## src/sv/ddfr_pkg.sv

```systemverilog
`timescale 1ns / 1ps
`default_nettype none

package ddfr_pkg;

  localparam int DIGITS_DEF      = 8;
  localparam int VALUE_WIDTH_DEF = 16;

  localparam int STEPS_PER_STAGE = 4;

  localparam logic [7:0] CTRL_BYTE       = 8'h40;
  localparam int         GLYPH_COLS      = 5;
  localparam logic [3:0] BLANK_GLYPH     = 4'd10;
  localparam logic [3:0] GLYPH_LAST      = 4'd10;

  localparam logic [7:0] GLYPH_ROM [11][5] = '{
    '{8'h36, 8'h41, 8'h41, 8'h36, 8'h00},
    '{8'h00, 8'h00, 8'h00, 8'h36, 8'h00},
    '{8'h30, 8'h49, 8'h49, 8'h06, 8'h00},
    '{8'h00, 8'h49, 8'h49, 8'h36, 8'h00},
    '{8'h06, 8'h08, 8'h08, 8'h36, 8'h00},
    '{8'h06, 8'h49, 8'h49, 8'h30, 8'h00},
    '{8'h36, 8'h49, 8'h49, 8'h30, 8'h00},
    '{8'h00, 8'h01, 8'h01, 8'h36, 8'h00},
    '{8'h36, 8'h49, 8'h49, 8'h36, 8'h00},
    '{8'h06, 8'h49, 8'h49, 8'h36, 8'h00},
    '{8'h00, 8'h00, 8'h00, 8'h00, 8'h00}
  };

  function automatic logic [7:0] glyph_col(input logic [3:0] g, input logic [2:0] c);
    logic [7:0] b;
    b = 8'h00;
    if (g <= GLYPH_LAST && c < 3'(GLYPH_COLS)) begin
      b = GLYPH_ROM[g][c];
    end
    return b;
  endfunction

endpackage

`default_nettype wire

```

## src/sv/ddfr_bcd_pipe.sv

```systemverilog
`timescale 1ns / 1ps
`default_nettype none

module ddfr_bcd_pipe #(
  parameter int DIGITS      = ddfr_pkg::DIGITS_DEF,
  parameter int VALUE_WIDTH = ddfr_pkg::VALUE_WIDTH_DEF
) (
  input  wire logic                    clk,
  input  wire logic                    rst,
  input  wire logic                    in_valid,
  input  wire logic [VALUE_WIDTH-1:0]  in_value,
  output logic                         in_busy,
  output logic                         out_valid,
  output logic [4*DIGITS-1:0]          out_bcd,
  input  wire logic                    out_take
);
  import ddfr_pkg::*;

  localparam int NST   = (VALUE_WIDTH + STEPS_PER_STAGE - 1) / STEPS_PER_STAGE;
  localparam int BCD_W = 4 * DIGITS;
  localparam int ACC_W = BCD_W + VALUE_WIDTH;

  logic                    vld [0:NST];
  logic                    adv [0:NST];
  logic [BCD_W-1:0]        bcd_q [0:NST];
  logic [VALUE_WIDTH-1:0]  bin_q [0:NST];

  assign adv[0]    = !vld[0] || adv[1];
  assign adv[NST]  = !vld[NST] || out_take;
  assign in_busy   = vld[0] && !adv[0];
  assign out_valid = vld[NST];
  assign out_bcd   = bcd_q[NST];

  always_ff @(posedge clk) begin
    if (rst) begin
      vld[0] <= 1'b0;
    end else if (adv[0]) begin
      vld[0] <= in_valid;
    end
    if (adv[0] && in_valid) begin
      bcd_q[0] <= '0;
      bin_q[0] <= in_value;
    end
  end

  for (genvar s = 1; s <= NST; s++) begin : g_stage
    logic [ACC_W-1:0] acc;

    if (s < NST) begin : g_adv
      assign adv[s] = !vld[s] || adv[s+1];
    end

    always_comb begin
      acc = {bcd_q[s-1], bin_q[s-1]};
      for (int k = 0; k < STEPS_PER_STAGE; k++) begin
        if ((s - 1) * STEPS_PER_STAGE + k < VALUE_WIDTH) begin
          for (int d = 0; d < DIGITS; d++) begin
            if (acc[VALUE_WIDTH + 4*d +: 4] >= 4'd5) begin
              acc[VALUE_WIDTH + 4*d +: 4] = acc[VALUE_WIDTH + 4*d +: 4] + 4'd3;
            end
          end
          acc = acc << 1;
        end
      end
    end

    always_ff @(posedge clk) begin
      if (rst) begin
        vld[s] <= 1'b0;
      end else if (adv[s]) begin
        vld[s] <= vld[s-1];
      end
      if (adv[s] && vld[s-1]) begin
        bcd_q[s] <= acc[ACC_W-1 -: BCD_W];
        bin_q[s] <= acc[VALUE_WIDTH-1:0];
      end
    end
  end

endmodule

`default_nettype wire

```

## src/sv/decimal_digit_font_renderer.sv

```systemverilog
// Channel  Ports                                          Handshake
// input    start, busy, value                             taken when start && !busy
// output   strobe, data_byte, transfer_start,             one cycle per byte, no stall
//          transfer_end, last
//
// Each number gives DIGITS*6 bytes, one per cycle (48 bytes at 8 digits); the
// byte emitter sets that rate. Conversion runs in ceil(VALUE_WIDTH/4)+1 stages
// ahead of it, and the next number is converted while the current one streams.
// busy rises when the conversion stages are full behind a busy emitter.
// Synchronous reset clears all valid bits and the strobe.
`timescale 1ns / 1ps
`default_nettype none

module decimal_digit_font_renderer #(
  parameter int DIGITS      = ddfr_pkg::DIGITS_DEF,
  parameter int VALUE_WIDTH = ddfr_pkg::VALUE_WIDTH_DEF
) (
  input  wire logic                   clk,
  input  wire logic                   rst,
  input  wire logic                   start,
  output logic                        busy,
  input  wire logic [VALUE_WIDTH-1:0] value,
  output logic                        strobe,
  output logic [7:0]                  data_byte,
  output logic                        transfer_start,
  output logic                        transfer_end,
  output logic                        last
);
  import ddfr_pkg::*;

  localparam int BCD_W = 4 * DIGITS;
  localparam int IDX_W = (DIGITS > 1) ? $clog2(DIGITS) : 1;

  logic             pipe_valid;
  logic [BCD_W-1:0] pipe_bcd;
  logic             take;

  ddfr_bcd_pipe #(
    .DIGITS      (DIGITS),
    .VALUE_WIDTH (VALUE_WIDTH)
  ) u_bcd (
    .clk       (clk),
    .rst       (rst),
    .in_valid  (start),
    .in_value  (value),
    .in_busy   (busy),
    .out_valid (pipe_valid),
    .out_bcd   (pipe_bcd),
    .out_take  (take)
  );

  logic             active;
  logic [BCD_W-1:0] dig_q;
  logic [IDX_W-1:0] idx;
  logic [2:0]       col;
  logic             blank_q;

  logic [3:0] cur_dig;
  logic       final_dig;
  logic       end_col;
  logic       show_blank;
  logic [3:0] glyph_idx;
  logic       done;
  logic [7:0] byte_next;

  always_comb begin
    cur_dig    = dig_q[BCD_W-1 -: 4];
    final_dig  = (idx == IDX_W'(DIGITS - 1));
    end_col    = (col == 3'(GLYPH_COLS));
    show_blank = blank_q && (cur_dig == 4'd0) && !final_dig;
    glyph_idx  = show_blank ? BLANK_GLYPH : cur_dig;
    done       = active && final_dig && end_col;
    take       = !active || done;
    byte_next  = (col == 3'd0) ? CTRL_BYTE : glyph_col(glyph_idx, 3'(col - 3'd1));
  end

  always_ff @(posedge clk) begin
    if (rst) begin
      active <= 1'b0;
      strobe <= 1'b0;
    end else begin
      strobe <= active;
      if (take) begin
        active <= pipe_valid;
      end
    end

    if (active) begin
      data_byte      <= byte_next;
      transfer_start <= (col == 3'd0);
      transfer_end   <= end_col;
      last           <= done;
    end

    if (take) begin
      if (pipe_valid) begin
        dig_q   <= pipe_bcd;
        idx     <= '0;
        col     <= 3'd0;
        blank_q <= 1'b1;
      end
    end else if (end_col) begin
      col     <= 3'd0;
      idx     <= IDX_W'(idx + 1'b1);
      dig_q   <= dig_q << 4;
      blank_q <= blank_q && (cur_dig == 4'd0);
    end else begin
      col <= 3'(col + 3'd1);
    end
  end

endmodule

`default_nettype wire
```

## config.mk

```make
export PLATFORM = sky130hd
export DESIGN_NAME = decimal_digit_font_renderer
export DESIGN_NICKNAME = d
export VERILOG_FILES = /design/src/sv/ddfr_pkg.sv /design/src/sv/ddfr_bcd_pipe.sv /design/src/sv/decimal_digit_font_renderer.sv
export SDC_FILE = /design/constraint.sdc
export NUM_CORES = 1
export LEC_CHECK = 0
export BUFFER_PORTS_ARGS = -buffer_cell sky130_fd_sc_hd__buf_4
export CAP_MARGIN = 20
export CORE_ASPECT_RATIO = 1.4
export CORE_MARGIN = 2
export CORE_UTILIZATION = 55
export DETAILED_ROUTE_END_ITERATION = 7
export HOLD_SLACK_MARGIN = 0.05
export PLACE_DENSITY = 0.82
export SYNTH_ARGS = -nofsm -noshare
export SYNTH_HDL_FRONTEND = slang
export SYNTH_HIERARCHICAL = 1
export SYNTH_SLANG_ARGS = --single-unit
export TNS_END_PERCENT = 50
```

## constraint.sdc

```tcl
create_clock -name clk -period 3.5 [get_ports clk]
set_clock_uncertainty 0.1 [all_clocks]
set_input_delay 0.175 -clock clk [delete_from_list [all_inputs] [get_ports clk]]
set_output_delay 0.175 -clock clk [all_outputs]
set_load 0.02 [all_outputs]
```

==> results.json, run 1 <==
{
  "status": "finished, final reports clean",
  "final_nets": 1103,
  "max-vdd-ir-drop_mv": 0.416,
  "final_cells": 1290,
  "vias": 7621,
  "synth_area_mm2": 0.00983,
  "synthesis.instances": 971,
  "yosysWarningCount": 6,
  "path_clk_slew_ns": 0.07,
  "ant_nets": 0,
  "wl_um": 19300,
  "cp.arrival_ns": 3.49,
  "dp_cells": 1229,
  "finalSetupViolCount": 0,
  "grt_pass1_vias": 7401,
  "cp_common_cell": "o21a_1",
  "relSlewSlack": 0.304,
  "synth_most_common_cell": "edfxtp_1",
  "p_per_area_mw_per_mm2": 515,
  "overflow": 0,
  "grt_max_degree": 37,
  "p_leak_uw": 0.00439,
  "multi_input_area_mm2": 0.00527,
  "drive_gt1_frac": 0.243,
  "h-tree-depth": 4,
  "synth.largest_area_cell": "edfxtp_1",
  "firstDrtPassIters": 7,
  "ys_async_sr_fraction": 0,
  "fillers": 1226,
  "hpwlAfterDp_um": 13000,
  "synthFlopType": "edfxtp_1",
  "synthTopCellsByCount": "edfxtp_1, a21oi_1, nand2_1",
  "io_pins": 32,
  "seq_area_mm2": 0.00433,
  "wire_per_inst_um": 14.9,
  "area_growth_pct": 17.8,
  "cp_cell_sequence": "ha_1 -> nand2b_1 -> a211o_1 -> o21a_1 -> o21ai_2 -> xnor2_2 -> inv_2 -> ha_2 -> maj3_1 -> a221o_1 -> o21a_1 -> o21ai_0 -> o22ai_1",
  "gp_congestion": 0.856,
  "ys_seq_area_frac": 0.441,
  "cts-buffers-inserted": 17,
  "period_needed_ns": 3.41,
  "drt_first_iter_violations": 561,
  "critPathLaunchType": "flop",
  "synth_area_leaders": "edfxtp_1, ha_1, a21oi_1, mux2_2, buf_4",
  "synth_top_cell_area_share": 0.437,
  "worstMarginPinSlew_ns": 1.04,
  "fp.dieArea_mm2": 0.0190,
  "placementRows": 57,
  "syn_avg_cell_area_um2": 10.1,
  "diodes": 0,
  "max_freq_ghz": 0.293,
  "required_ns": 3.57,
  "start_util": 0.563,
  "slowest_delay_ns": 0.44,
  "synth-edff-count": 143,
  "port-buffer-count": 30,
  "cts.path.max_buffers": 2,
  "hold_path.class": "in -> reg",
  "synth-seq-cells": 145,
  "synth.distinct_cells": 98,
  "endpoint_kind": "flop",
  "cp_max_fo": 4,
  "die_x_um": 117,
  "clock_latency_ns": 0.42,
  "cap_violations": 0,
  "rsz0062_at_grt": "yes",
  "antenna_found_initial": 0,
  "cts_tree": "built",
  "cts.sink_count": 145,
  "grt_util_all_layers": 0.206,
  "grt_pass1_wl_um": 31800,
  "die_h_um": 162,
  "fin_crit_sh": 0.975,
  "drc_errors": 0,
  "root_buffer": "clkbuf_16",
  "vias_per_cell": 5.91,
  "hold_viol": 0,
  "core_area_mm2": 0.0175,
  "slew_viol_final": 0,
  "path_class": "reg -> reg",
  "worst_path_max_delay_cell": "edfxtp_1",
  "setup_total_negative_slack_ns": 0
}
[flip-flops by register name (all words and copies together), names as in the netlist]
| name | flops |
|---|---|
| active | 1 |
| last | 1 |
| idx | 3 |
| u_bcd/bin_q | 40 |
| transfer_start | 1 |
| data_byte | 5 |
| u_bcd/bcd_q | 51 |
| transfer_end | 1 |
| col | 3 |
| blank_q | 1 |
| strobe | 1 |
| u_bcd/vld | 5 |
| dig_q | 32 |
[cell usage in the layout (no fill, tap or decap), types with 7 or more instances in the layout]
master           n
mux2_2          28
ha_1            31
nor2b_1         16
nand2_1         71
inv_1           40
o22ai_1         14
and2_1           7
or3_1            8
o21ai_1         12
a21oi_1         68
buf_4           94
xnor2_1         18
a21oi_4          7
nand3_1         21
clkbuf_16       17
a31oi_1         13
nor3_1          16
ha_2             9
dlygate4sd3_1   17
o21ai_0         52
edfxtp_1       143
and3_1           9
a211oi_1        10
mux2i_1         17
conb_1          12
nand2b_1        16
xnor2_2          7
nor2_1          67
o211ai_1        12
o21a_1           9
inv_2           13
[through the flow]
stage / hold slack (ns) / power (uW) / utilization / area (um^2) / worst slack, ns
global placement: 0.253 / 3860 / 0.597 / 10400 / 0.0687
global route: 0.163 / 6290 / 0.663 / 11600 / -0.119
CTS: 0.135 / 5810 / 0.642 / 11200 / -0.0346
finish: 0.141 / 5970 / 0.663 / 11600 / 0.0858
detailed placement: 0.254 / 3920 / 0.597 / 10400 / -0.146
floorplan: 0.147 / 3500 / - / 9910 / -0.00755
[routing by layer]
metal,GRT usage,wire (um)
met1,0.208,7310
met2,0.402,10900
met3,0.0433,588
met4,0.0781,472
met5,0,0
[repair_timing]
item                                    in CTS  in global routing
hold endpoints to repair                    25                  0
endpoints found under the setup margin      10                 31
hold buffers                                17                  0
gates resized for setup                      4                 64
pin swaps                                    0                 12
buffers inserted                             0                 11
[area by class of cell]
cell class,instances,area share
multi-input cells,712,0.455
flip-flops and latches,145,0.374
repair buffers,112,0.0766
clock buffers,18,0.0370
well taps,236,0.0255
inverters,53,0.0172
clock inverters,14,0.0148
[worst max-delay path, delay by kind of cell, from the launching register on]
family	cells	cell delay, ns
compound gates	7	1.42
xor+xnor	1	0.15
fa+ha+maj	3	0.80
buf+inv	1	0.05
flops	1	0.44
simple gates	1	0.20
[power breakdown]
part           total, uW  switching, uW  internal [uW]  leakage (uW)
Combinational       1990           1080            908       0.00275
Clock               1860            786           1080      0.000295
Sequential          2120           58.9           2060       0.00135
Total               5970           1930           4040       0.00439
[path summary, 6_finish.rpt]
kind | slack, ns | startpoint | cells past startpoint | endpoint
worst max register to register | 0.09 | u_bcd/bcd_q[0][32] | 13 | u_bcd/bcd_q[0][70]
worst min register to register | 0.32 | u_bcd/bin_q[0][32] | 0 | u_bcd/bin_q[0][48]
worst min-delay path | 0.14 | start | 3 | u_bcd/vld[0]
worst max-delay path | 0.09 | u_bcd/bcd_q[0][32] | 13 | u_bcd/bcd_q[0][70]
[logic make-up after synthesis]
group                    Yosys count  share of synthesized area
AO/OA/AOI/OAI                    297                      0.205
AND/OR/NAND/NOR                  272                      0.139
flip-flops                       145                      0.441
buffers and inverters            124                     0.0635
multiplexers                      58                     0.0655
adder cells (fa/ha/maj)           44                     0.0557
XOR/XNOR                          29                     0.0293
other                              2                   0.000764
Note: power is estimated with default switching activity, not from simulation.
==> run 2, diff against run 1 <==
REMOVE_ABC_BUFFERS = 1   (was default)
==> run 2 against run 1 <==
Effect of this change: maximum frequency increased by 0.54%; die area unchanged; clock-buffer cell count is the same; utilization barely moved; register-to-register slack gained 0.02 ns; design area hardly changed; via count increased by 1.2%; wire length grew 2.6%; critical endpoint is now u_bcd/bcd_q[0][108].
==> results.json, run 2 (synthesis gave the netlist of run 1 again) <==
{
  "firstDrtPassIters": 5,
  "cp_common_cell": "inv_1",
  "worstMarginPinSlew_ns": 0.819,
  "max-vdd-ir-drop_mv": 0.418,
  "grt_util_all_layers": 0.202,
  "die_x_um": 117,
  "vias_per_cell": 5.96,
  "cellInternalPower_uw": 4000,
  "slowest_delay_ns": 0.46,
  "final_util": 0.663,
  "finalInstanceArea_mm2": 0.0116,
  "endpoint_kind": "flop",
  "drc_errors": 0,
  "root_buffer": "clkbuf_16",
  "finalPower_uw": 5970,
  "final_common_cell": "edfxtp_1",
  "io_pins": 32,
  "mostFrequentLayoutCells": "edfxtp_1, buf_4, nand2_1",
  "fp.dieArea_mm2": 0.0190,
  "slew_viol_final": 0,
  "p_leak_uw": 0.00440,
  "hold_path.class": "in -> reg",
  "grt_max_degree": 35,
  "area_growth_pct": 17.8,
  "path_class": "reg -> reg",
  "port-buffer-count": 30,
  "hpwlAfterDp_um": 12900,
  "max_freq_ghz": 0.294,
  "grt_pass1_vias": 7112,
  "core_area_mm2": 0.0175,
  "overflow": 0,
  "top_register": "u_bcd/bcd_q",
  "cap_violations": 0,
  "setup_total_negative_slack_ns": 0,
  "h-tree-depth": 4,
  "path_clk_slew_ns": 0.07,
  "fin_crit_sh": 0.970,
  "cp.arrival_ns": 3.46,
  "relSlewSlack": 0.454,
  "antenna_found_initial": 0,
  "cp_max_fo": 7,
  "critPathLaunchType": "flop",
  "gp_congestion": 0.882,
  "ant_nets": 0,
  "largest_reg_flops": 51,
  "required_ns": 3.56,
  "cp_cell_sequence": "inv_1 -> ha_1 -> and2b_2 -> o22ai_1 -> nor2_2 -> inv_1 -> ha_2 -> o211a_1 -> buf_4 -> o32ai_4 -> xor2_4 -> nor3_1 -> o211ai_1 -> o21ai_0",
  "hold_viol": 0,
  "wl_um": 19800,
  "cts.path.max_buffers": 2,
  "worst_path_max_delay_cell": "edfxtp_1",
  "placementRows": 57,
  "p_sw_uw": 1960,
  "start_util": 0.563,
  "p_per_area_mw_per_mm2": 515,
  "grt_pass1_wl_um": 30900,
  "period_needed_ns": 3.40,
  "wire_per_inst_um": 15.3,
  "placed_cell_area_mm2": 0.0104,
  "clock_latency_ns": 0.43,
  "drt_first_iter_violations": 854,
  "rsz0062_at_grt": "yes",
  "reg_top3": "u_bcd/bcd_q x51, u_bcd/bin_q x40, dig_q x32",
  "pre_cts_slack_ns": -0.0929,
  "sw_frac_of_total": 0.329,
  "final_nets": 1106,
  "drive_gt1_frac": 0.249,
  "cts-buffers-inserted": 17,
  "p_clk_frac": 0.301,
  "vias": 7710,
  "cts.sink_count": 145,
  "p_seq_frac": 0.354,
  "finalSetupViolCount": 0,
  "cts_tree": "built",
  "setup_ws_ns": 0.104,
  "status": "finished, final reports clean",
  "die_h_um": 162,
  "diodes": 0,
  "combPwrFrac": 0.345
}
## run 2: worst max-delay path: cells and delay by family (launching register included)
family	cells	cell delay [ns]
flip-flops	1	0.46
buffers and inverters	3	0.33
AND/OR/NAND/NOR	3	0.51
XOR/XNOR	1	0.27
AO/OA/AOI/OAI	5	1.04
adder cells (fa/ha/maj)	2	0.42
## run 2: timing repair
action,in CTS,in global routing
gates resized for setup,8,71
pin swaps,0,17
hold endpoints to repair,25,0
gates cloned,0,0
endpoints found under the setup margin,13,29
buffers inserted,0,12
hold buffers,17,0
## run 2: area by class of cell
cell class	count	area [um^2]
clock inverter	14	165
multi-input combinational	712	5240
tap	236	295
clock buffer	18	429
fill	1251	5890
sequential	145	4330
timing repair buffer	115	921
inverter	53	199
## run 2: per-layer routing
| layer | global-route usage | up-vias | share of wire |
|---|---|---|---|
| met2 | 0.388 | 200 | 0.57 |
| met5 | 0 | - | 0 |
| li1 | - | 3756 | - |
| met4 | 0.0781 | 0 | 0.020 |
| met1 | 0.211 | 3709 | 0.38 |
| met3 | 0.0369 | 45 | 0.031 |
## run 2: final timing paths
path,from,end,slack (ns),depth (start not counted)
min,start,u_bcd/bin_q[0][0],0.25,3
max,u_bcd/bcd_q[0][68],u_bcd/bcd_q[0][108],0.10,14
max reg2reg,u_bcd/bcd_q[0][68],u_bcd/bcd_q[0][108],0.10,14
min reg2reg,u_bcd/bin_q[0][17],u_bcd/bin_q[0][33],0.32,0
## run 2: metrics by stage
stage / hold slack (ns) / std cells
2_1_floorplan: 0.147 / 910
3_3_place_gp: 0.253 / 1230
3_5_place_dp: 0.254 / 1230
4_1_cts: 0.240 / 1279
5_1_grt: 0.257 / 1293
6_report: 0.255 / 1293
## run 2: power groups by stage
stage                     Combinational (uW)  Clock, uW  Sequential, uW
after floorplan                         1320          0            2130
final                                   2060       1800            2110
after detailed placement                1770          0            2140
after global routing                    2250       1900            2120
after global placement                  1710          0            2140
after CTS                               1820       1830            2110
